--- src/hw/rtl/tsr_pkg.sv ---
// shared types, codes and constants for the trail sample ring
package tsr_pkg;

  // coordinate and distance widths
  localparam int COORD_W = 24;
  localparam int DIFF_W  = COORD_W + 1;   // magnitude of a coordinate difference
  localparam int SQ_W    = 2 * DIFF_W;    // one squared term
  localparam int DSUM_W  = SQ_W + 2;      // sum of three squared terms

  localparam int DEPTH_DEFAULT = 64;
  localparam int QUEUE_DEPTH   = 2;

  // register reset values
  localparam logic [6:0]  RST_MAX_SAMPLES = 7'd64;
  localparam logic [23:0] RST_LIFETIME    = 24'd65536;
  localparam logic [22:0] RST_MIN_DIST    = 23'd0;
  localparam logic [22:0] RST_TELE_DIST   = 23'h7FFFFF;

  // mode codes
  localparam logic [2:0] MODE_APPEND = 3'd0;
  localparam logic [2:0] MODE_TICK   = 3'd1;
  localparam logic [2:0] MODE_BREAK  = 3'd2;
  localparam logic [2:0] MODE_CLEAR  = 3'd3;
  localparam logic [2:0] MODE_READ   = 3'd4;

  // status codes
  localparam logic [1:0] ST_ADDED   = 2'd0;
  localparam logic [1:0] ST_SKIPPED = 2'd1;
  localparam logic [1:0] ST_STARTED = 2'd2;
  localparam logic [1:0] ST_DONE    = 2'd3;

  // register indexes
  localparam logic [1:0] CFG_MAX_SAMPLES = 2'd0;
  localparam logic [1:0] CFG_LIFETIME    = 2'd1;
  localparam logic [1:0] CFG_MIN_DIST    = 2'd2;
  localparam logic [1:0] CFG_TELE_DIST   = 2'd3;

  typedef enum logic [2:0] {
    OP_APPEND, OP_TICK, OP_BREAK, OP_CLEAR, OP_READ, OP_NOP
  } op_t;

  typedef enum logic [3:0] {
    S_IDLE, S_DISPATCH, S_AP_SQ, S_AP_DECIDE, S_AP_COMMIT,
    S_EXP_CHK, S_EXP_TEST, S_RD_OUT, S_FINISH
  } state_t;

  typedef struct packed {
    logic [2:0]                mode;
    logic signed [COORD_W-1:0] root_x;
    logic signed [COORD_W-1:0] root_y;
    logic signed [COORD_W-1:0] root_z;
    logic signed [COORD_W-1:0] tip_x;
    logic signed [COORD_W-1:0] tip_y;
    logic signed [COORD_W-1:0] tip_z;
    logic [23:0]               delta_time;
    logic [5:0]                read_index;
  } in_t;

  typedef struct packed {
    logic [1:0]                status;
    logic [6:0]                sample_count;
    logic [6:0]                dropped_count;
    logic                      sample_valid;
    logic signed [COORD_W-1:0] out_root_x;
    logic signed [COORD_W-1:0] out_root_y;
    logic signed [COORD_W-1:0] out_root_z;
    logic signed [COORD_W-1:0] out_tip_x;
    logic signed [COORD_W-1:0] out_tip_y;
    logic signed [COORD_W-1:0] out_tip_z;
    logic [31:0]               sample_age;
    logic [31:0]               sample_segment;
  } out_t;

  // one stored sample
  typedef struct packed {
    logic signed [COORD_W-1:0] root_x;
    logic signed [COORD_W-1:0] root_y;
    logic signed [COORD_W-1:0] root_z;
    logic signed [COORD_W-1:0] tip_x;
    logic signed [COORD_W-1:0] tip_y;
    logic signed [COORD_W-1:0] tip_z;
    logic [31:0]               birth;
    logic [31:0]               segment;
  } ent_t;

  // one queued beat between front and back
  typedef struct packed {
    op_t op;
    in_t item;
  } qbeat_t;

endpackage

--- src/hw/rtl/tsr_front.sv ---
// front end: accepts command beats, decodes the mode and queues them
module tsr_front import tsr_pkg::*; (
  input  logic   clk,
  input  logic   rst,
  input  logic   start,
  output logic   busy,
  input  in_t    cmd,
  output logic   q_valid,
  output qbeat_t q_beat,
  input  logic   q_pop
);

  localparam int QP_W = $clog2(QUEUE_DEPTH);
  localparam int QC_W = $clog2(QUEUE_DEPTH + 1);

  qbeat_t            queue [QUEUE_DEPTH];
  logic [QP_W-1:0]   wr_ptr;
  logic [QP_W-1:0]   rd_ptr;
  logic [QC_W-1:0]   count;
  logic              accept;
  op_t               op_dec;

  assign busy    = (count == QC_W'(QUEUE_DEPTH));
  assign accept  = start && !busy;
  assign q_valid = (count != '0);
  assign q_beat  = queue[rd_ptr];

  // mode decode
  always_comb begin
    unique case (cmd.mode)
      MODE_APPEND: op_dec = OP_APPEND;
      MODE_TICK:   op_dec = OP_TICK;
      MODE_BREAK:  op_dec = OP_BREAK;
      MODE_CLEAR:  op_dec = OP_CLEAR;
      MODE_READ:   op_dec = OP_READ;
      default:     op_dec = OP_NOP;
    endcase
  end

  // queue storage
  always_ff @(posedge clk) begin
    if (accept) begin
      queue[wr_ptr] <= '{op: op_dec, item: cmd};
    end
  end

  // queue pointers
  always_ff @(posedge clk) begin
    if (rst) begin
      wr_ptr <= '0;
      rd_ptr <= '0;
      count  <= '0;
    end else begin
      if (accept) begin
        wr_ptr <= (wr_ptr == QP_W'(QUEUE_DEPTH - 1)) ? '0 : wr_ptr + 1'b1;
      end
      if (q_pop) begin
        rd_ptr <= (rd_ptr == QP_W'(QUEUE_DEPTH - 1)) ? '0 : rd_ptr + 1'b1;
      end
      count <= count + QC_W'(accept) - QC_W'(q_pop);
    end
  end

  a_count_bound: assert property (@(posedge clk) disable iff (rst)
    count <= QC_W'(QUEUE_DEPTH))
    else $error("queue count past depth");
  a_no_pop_empty: assert property (@(posedge clk) disable iff (rst)
    q_pop |-> q_valid)
    else $error("pop from empty queue");
  a_full_blocks: assert property (@(posedge clk) disable iff (rst)
    (busy && !q_pop) |=> (count == $past(count)))
    else $error("queue grew while full");

endmodule

--- config.mk ---
export PLATFORM = sky130hd
export DESIGN_NAME = tsr_front
export DESIGN_NICKNAME = d
export VERILOG_FILES = /design/src/hw/rtl/tsr_pkg.sv /design/src/hw/rtl/tsr_front.sv
export SDC_FILE = /design/constraint.sdc
export NUM_CORES = 1
export LEC_CHECK = 0
export ABC_AREA = 1
export BUFFER_PORTS_ARGS = -buffer_cell sky130_fd_sc_hd__buf_2
export CORE_MARGIN = 2
export CORE_UTILIZATION = 55
export CTS_BUF_LIST = sky130_fd_sc_hd__clkbuf_8
export DETAILED_ROUTE_END_ITERATION = 8
export PLACE_DENSITY = 0.83
export SKIP_CTS_REPAIR_TIMING = 1
export SYNTH_ARGS = -nofsm -noshare
export SYNTH_HDL_FRONTEND = slang
export SYNTH_SLANG_ARGS = --single-unit
--- constraint.sdc ---
create_clock -name clk -period 18 [get_ports clk]
set_input_delay 4.5 -clock clk [delete_from_list [all_inputs] [get_ports clk]]
set_output_delay 4.5 -clock clk [all_outputs]
set_load 0.005 [all_outputs]
==> out/results.tsv, run 1 <==
metric	value	unit
status	finished clean	
fin crit share	0.4647	
CP Class	reg2out	
CTS tree	done	
Sw Ratio	0.2273	
Slew headroom	0.2472	
Max-cap violations	0	
DR vias	6929	
Reg2Reg Launch Point	count[0]	
Setup-failing EPs final	0	
via count of the first global-routing pass	7259	
core area	24320	sq um
post-synth net total	780	
Cell Area, Synth	13640	sq um
worst endpoint required time	13.50	ns
initial antenna violation count	4	
Die H	161.5	um
fmax	119.6	MHz
area share of the largest cell type after synthesis	0.7926	
Starting Density	0.5608	
VDD IR-drop max	0.08633	mV
Synth area leader	edfxtp_1	
Final Hold Fails	0	
largest net degree at the start of global routing	111	
synthesized netlist cell count	597	
Seq/Total Area, Yosys	0.7999	
IO Pins	363	
top post-synthesis cells by area	edfxtp_1 79%, mux2_4 11%, mux2_2 6.6%	
internal power	1.451	mW
layout cells sized above 1	0.5864	
routability cong.	0.8167	
startpoint types	flip-flop	
Total Routing Usage GR	0.1960	
fillers	1565	
slew of the pin with the lowest slew margin	1.129	ns
TNS Setup	0	ns
Port Buf Inserts	362	
combinational fraction of design power	0.128	
Area growth syn-to-layout	22.70	%
R2R Setup Slk	15.17	ns
H-Tree Depth	2	
Clock power frac	0.317	
Layout Skew	0.01544	ns
clock sink total	365	
ANT nets after route	0	
Pwr Total	1.877	mW
drt drc	0	
drt wl/cell	19.15	um
Unique masters post-synth	15	
clock-pin slew on the worst setup and hold paths	0.06	ns
Clock Latency Late Sink	0.55	ns
worst hold stages	2	
die area	26070	sq um
drt first pass iters	5	
Reg2Reg Depth	5	
Pleak	6.619	nW
RSZ-0062 raised after global routing	no	
HPWL after DPL	17580	um
row cnt	57	
crit-path max FO	65	
Syn Area/Cell	22.85	sq um
path type of the worst min-delay path	reg2reg	
register share of total power	0.556	
grt total ovfl	0	
Hold Path Origin	rd_ptr	
final critical-path required period	8.364	ns
die width	161.5	um
first-pass GRT wire length	38740	um
total detailed-routing wirelength	26320	um
Psw	0.4268	mW
CTS Buf Count	56	
YS warnings	0	
initial drt markers	537	
fin nets	1185	
Arrival @ worst endpoint	3.86	ns
Yosys reg bits	365	
crit end category	primary output	
PD cells	112.2	nW/um^2
CTS max path bufs	3	
RR Endpoint	queue[1][80]	
Via density	5.043	
Max Transition Viols Final	0	
clk root buf	clkbuf_8	
[flip-flops by register name, summed over array words and instances, names as in the netlist, named ones only]
name,cells
wr_ptr,1
rd_ptr,1
queue,360
count,2
[critical path, stage by stage, from the launching register on]
cell,delay [ns]
dfxtp_4,0.87
buf_4,0.86
buf_4,1.00
mux2_4,0.37
buf_2,0.13
[cells in the mapped netlist]
library cell and n:
nand3_1 2, buf_6 12, nor2_1 7, dfxtp_1 5, inv_1 9, mux2_4 100, ha_1 2, clkbuf_1 1
edfxtp_1 360, mux2_2 80, buf_2 8, nand2_1 7, a21o_1 1, xnor2_1 1, a21oi_1 2
[cell families (layout without fill, tap and decap cells)]
| group | Yosys count | after routing | synth area share |
|---|---|---|---|
| flops | 365 | 365 | 0.7999 |
| fa+ha+maj | 2 | 2 | 0.001834 |
| other cells | 0 | 3 | 0 |
| compound gates | 3 | 3 | 0.001285 |
| simple gates | 16 | 16 | 0.004587 |
| buf+inv | 30 | 480 | 0.01559 |
| xor+xnor | 1 | 1 | 0.0006423 |
| mux | 180 | 180 | 0.1761 |
[how the worst max path moves through the flow]
stage | from | endpoint | cells past startpoint
6_report | flip-flop | q_beat[130] | 4
3_5_place_dp | flip-flop | q_beat[138] | 4
4_1_cts | flip-flop | q_beat[138] | 4
3_3_place_gp | flip-flop | q_beat[112] | 4
5_1_grt | flip-flop | q_beat[150] | 4
2_1_floorplan | start | queue[0][0] | 2
[power by group through the flow]
stage	logic, mW	registers, mW	clock network [mW]
floorplan	0.142	1.07	0
global placement	0.238	1.06	0
detailed placement	0.242	1.06	0
CTS	0.243	1.04	0.614
global route	0.259	1.05	0.650
finish	0.240	1.04	0.595
[cell type report]
| class | count | area [sq um] | share of cell area |
|---|---|---|---|
| repair buffers | 368 | 1857 | 0.1109 |
| flip-flops and latches | 365 | 10910 | 0.6521 |
| multi-input cells | 202 | 2524 | 0.1508 |
| inverters | 9 | 38.79 | 0.002318 |
| diodes | 3 | 7.507 | 0.0004486 |
| clock buffers | 57 | 784.5 | 0.04687 |
| well taps | 324 | 405.4 | 0.02422 |
| clock inverters | 46 | 205.2 | 0.01226 |
[cells in the final DEF, fill, tap and decap left out]
cell / Yosys / routed
clkbuf_8: 0 / 57
a21oi_1: 2 / 2
clkinv_1: 0 / 12
bufinv_16: 0 / 1
nor2_1: 7 / 6
inv_1: 9 / 36
clkinv_2: 0 / 5
nand3_1: 2 / 2
xnor2_1: 1 / 1
buf_2: 8 / 362
dfxtp_4: 0 / 1
dfxtp_1: 5 / 4
inv_6: 0 / 1
edfxtp_1: 360 / 360
mux2_2: 80 / 80
diode_2: 0 / 3
mux2_4: 100 / 100
nor2_4: 0 / 1
ha_1: 2 / 2
buf_4: 0 / 6
nand2_1: 7 / 7
a21o_1: 1 / 1
[per-stage QoR]
| step | hold slack [ns] | instances | setup WS [ns] | util | cell area (sq um) |
|---|---|---|---|---|---|
| after floorplan | 0.4750 | 597 | 5.244 | - | 13640 |
| after CTS | 0.5246 | 1371 | 9.511 | 0.6879 | 16730 |
| final | 0.5139 | 1374 | 9.636 | 0.6882 | 16740 |
| after global routing | 0.5688 | 1373 | 9.342 | 0.6881 | 16730 |
| after detailed placement | 0.5090 | 1268 | 10.13 | 0.6472 | 15740 |
| after global placement | 0.4939 | 1268 | 10.12 | 0.6472 | 15740 |
[layer usage]
metal | global-route usage | vias up | part of all wire
met5 | 0 | - | 0.00042
met4 | 0.06494 | 2 | 0.020
met3 | 0.06754 | 37 | 0.098
met2 | 0.3337 | 360 | 0.50
met1 | 0.2355 | 3337 | 0.38
li1 | - | 3193 | -
(Power assumes the default switching activity.)
==> inputs of run 2 (changes only) <==
--- a/config.mk
+++ b/config.mk
@@ -5,13 +5,13 @@
 export SDC_FILE = /design/constraint.sdc
 export NUM_CORES = 1
 export LEC_CHECK = 0
-export ABC_AREA = 1
+export ABC_AREA = 0
 export BUFFER_PORTS_ARGS = -buffer_cell sky130_fd_sc_hd__buf_2
 export CORE_MARGIN = 2
-export CORE_UTILIZATION = 55
+export CORE_UTILIZATION = 49
 export CTS_BUF_LIST = sky130_fd_sc_hd__clkbuf_8
 export DETAILED_ROUTE_END_ITERATION = 8
-export PLACE_DENSITY = 0.83
+export PLACE_DENSITY = 0.78
 export SKIP_CTS_REPAIR_TIMING = 1
 export SYNTH_ARGS = -nofsm -noshare
 export SYNTH_HDL_FRONTEND = slang
==> constraint.sdc (replaced) <==
create_clock -name clk -period 7.2 [get_ports clk]
set_input_delay 1.8 -clock clk [delete_from_list [all_inputs] [get_ports clk]]
set_output_delay 1.8 -clock clk [all_outputs]
set_load 0.005 [all_outputs]
==> run 2 against run 1 <==
  * Worst hold slack got worse by 0.0061 ns
  * Clock power rose to 2.5 times the previous value
  * Global-route usage fell by 3.3 points
  * Design area is 0.49% higher
  * Synthesized cell count down 1.5%
  * Via count decreased by 1.3%
  * Clock skew is 0.0027 ns higher
==> out/results.tsv, run 2 <==
metric	value	unit	change
status	finished clean		
crit-path max FO	57		-12%
Total Routing Usage GR	0.1626		-0.03347
largest net degree at the start of global routing	96		-14%
top post-synthesis cells by area	edfxtp_1 79%, mux2_4 11%, mux2_2 6.6%		
initial antenna violation count	3		-1
IO Pins	363		unchanged
WHS	0.5078	ns	-0.006113 ns
most instantiated library cell after synthesis	edfxtp_1		
commonest cells after routing, fill and taps aside	362 x buf_2, 360 x edfxtp_1, 100 x mux2_4		
CTS max path bufs	3		unchanged
most flop-heavy register	queue		
global routing usage on met2	0.2739		-0.05983
Reg2Reg Depth	5		unchanged
drt drc	0		unchanged
Reg2Reg Launch Point	count[0]		
post-synth net total	771		-1.2%
top flop regs	queue x360, count x2		
GRT met3 Usage	0.05852		-0.009016
CP Class	reg2out		
Cell Area, Synth	13630	sq um	about the same
Max-cap violations	0		unchanged
Layout Skew	0.01813	ns	+0.002689 ns
synthesized netlist cell count	588		-1.5%
clock sink total	365		unchanged
top cells by count, synth	360 x edfxtp_1, 100 x mux2_4, 80 x mux2_2		
CP cell instances	buf_4, mux2_2, buf_2		
VDD IR-drop max	0.2888	mV	+230%
Synth area leader	edfxtp_1		
Pwr Total	5.042	mW	+170%
die area	29160	sq um	+12%
combinational fraction of design power	0.158		+0.030
Slew headroom	0.3100		+0.06274
met1 Usage GRT	0.1945		-0.04107
drt wl/cell	17.91	um	-6.5%
DR vias	6841		-1.3%
first-pass GRT wire length	36350	um	-6.2%
Psw	1.203	mW	+180%
ANT nets after route	0		unchanged
fillers	1950		+25%
RSZ-0062 raised after global routing	no		
Max Transition Viols Final	0		unchanged
Port Buf Inserts	362		unchanged
WHS Endpoint	wr_ptr		
Area growth syn-to-layout	23.41	%	
register area	10910	sq um	unchanged
Die H	170.8	um	+5.8%
H-Tree Depth	2		unchanged
fin crit share	0.6227		
Seq/Total Area, Yosys	0.8006		about the same
clk root buf	clkbuf_8		
die width	170.8	um	+5.8%
Pleak	6.547	nW	-1.1%
layout cells sized above 1	0.5996		+0.01318
EDFF count, synth	360		unchanged
multi-input logic area	2529	sq um	+0.20%
fin nets	1175		-0.84%
number of flip-flops in the largest register	360		unchanged
worst endpoint required time	5.40	ns	-8.10 ns
Critical-path top delay cell	buf_4		
RR Endpoint	queue[0][172]		
HPWL after DPL	16340	um	-7.0%
CTS tree	done		
crit end category	primary output		
YS warnings	0		unchanged
Yosys reg bits	365		unchanged
final critical-path required period	4.483	ns	
Sw Ratio	0.2385		+0.01121
startpoint types	flip-flop		
Setup-failing EPs final	0		unchanged
Worst Slack Setup Final	2.717	ns	-6.919 ns
TNS Setup	0	ns	unchanged
path type of the worst min-delay path	reg2reg		
Starting Density	0.4946		-0.06622
total detailed-routing wirelength	25300	um	-3.9%
fmax	223.1	MHz	
row cnt	61		+7.0%
PD cells	299.8	nW/um^2	+170%
via count of the first global-routing pass	6912		-4.8%
Clock power frac	0.298		-0.019
internal power	3.839	mW	+160%
most used routing layer in global routing	met2		
asr flop ratio synth	0		unchanged
slew of the pin with the lowest slew margin	1.035	ns	-0.09411 ns
core area	27550	sq um	+13%
CTS Buf Count	56		unchanged
Syn Area/Cell	23.18	sq um	+1.4%
Core Util, Final	0.6104		-0.07776
clock-pin slew on the worst setup and hold paths	0.06	ns	about the same
slowest stage delay, CP	0.83	ns	-0.17 ns
Final Hold Fails	0		unchanged
Clock Latency Late Sink	0.57	ns	+0.02 ns
Unique masters post-synth	21		+6
R2R Setup Slk	4.59	ns	-10.58 ns
grt total ovfl	0		unchanged
initial drt markers	440		-18%
drt first pass iters	4		-1
Synth Flop Type	edfxtp_1		
DP Worst Slack	3.191	ns	-6.940 ns
register share of total power	0.544		-0.012
area share of the largest cell type after synthesis	0.7932		about the same
Arrival @ worst endpoint	2.68	ns	-1.18 ns
Via density	4.841		-4.0%
routability cong.	0.7141		-13%
Hold Path Origin	wr_ptr		
worst hold stages	2		unchanged
most common cell after layout, fill and taps aside	buf_2		
-- run 2: cell types whose count changed after synthesis, moves of 2 or more --
cell	change
nand2_1	-6
nand3_1	-2
nor2_1	-4
nor2b_1	+2
inv_1	-5
-- run 2: final cells by class --
| type | instances | area share |
|---|---|---|
| diodes | 1 | 0.0001488 |
| clock buffers | 57 | 0.04664 |
| clock inverters | 43 | 0.01242 |
| inverters | 4 | 0.001190 |
| multi-input cells | 198 | 0.1504 |
| flip-flops and latches | 365 | 0.6489 |
| well taps | 378 | 0.02812 |
| repair buffers | 367 | 0.1122 |
-- run 2: logic make-up (layout without fill, tap and decap cells) --
group | count (synthesis) | count (layout) | synth area share
buffers and inverters | 25 | 471 | 0.01423
other | 0 | 1 | 0
xor gates and xnor gates | 3 | 3 | 0.001928
AOI/OAI and AO/OA | 3 | 3 | 0.001285
and+or+nand+nor | 10 | 10 | 0.003857
DFF | 365 | 365 | 0.8006
adders and majority gates | 2 | 2 | 0.001836
muxes | 180 | 180 | 0.1763
-- run 2: critical path, delay by kind of cell, from the launching register on --
kind                   cells  cell delay [ns]
buffers and inverters      2             0.96
DFF                        1             0.68
muxes                      1             0.43
-- run 2: routing by layer --
| layer | vias up | wire length (um) |
|---|---|---|
| met5 | - | 46 |
| met4 | 6 | 437 |
| li1 | 3156 | - |
| met3 | 44 | 2300 |
| met2 | 316 | 12590 |
| met1 | 3319 | 9927 |
-- run 2: worst max path at each step --
stage                   start             to  cells past startpoint
finish              flip-flop     q_beat[56]                      3
floorplan               start    queue[1][0]                      1
global route        flip-flop     q_beat[12]                      3
detailed placement      start   queue[0][32]                      5
global placement        start  queue[0][145]                      5
CTS                 flip-flop     q_beat[11]                      3
-- run 2: power groups by stage --
| stage | Clock, mW | Combinational [mW] | Sequential, mW |
|---|---|---|---|
| 2_1_floorplan | 0 | 0.470 | 2.81 |
| 3_3_place_gp | 0 | 0.799 | 2.77 |
| 3_5_place_dp | 0 | 0.813 | 2.79 |
| 4_1_cts | 1.56 | 0.816 | 2.74 |
| 5_1_grt | 1.65 | 0.867 | 2.76 |
| 6_report | 1.50 | 0.798 | 2.74 |
-- run 2: per-stage QoR --
step / area (sq um) / instances
4_1_cts: 16820 / 1412
3_3_place_gp: 15820 / 1312
6_report: 16820 / 1413
5_1_grt: 16820 / 1412
2_1_floorplan: 13630 / 588
3_5_place_dp: 15820 / 1312
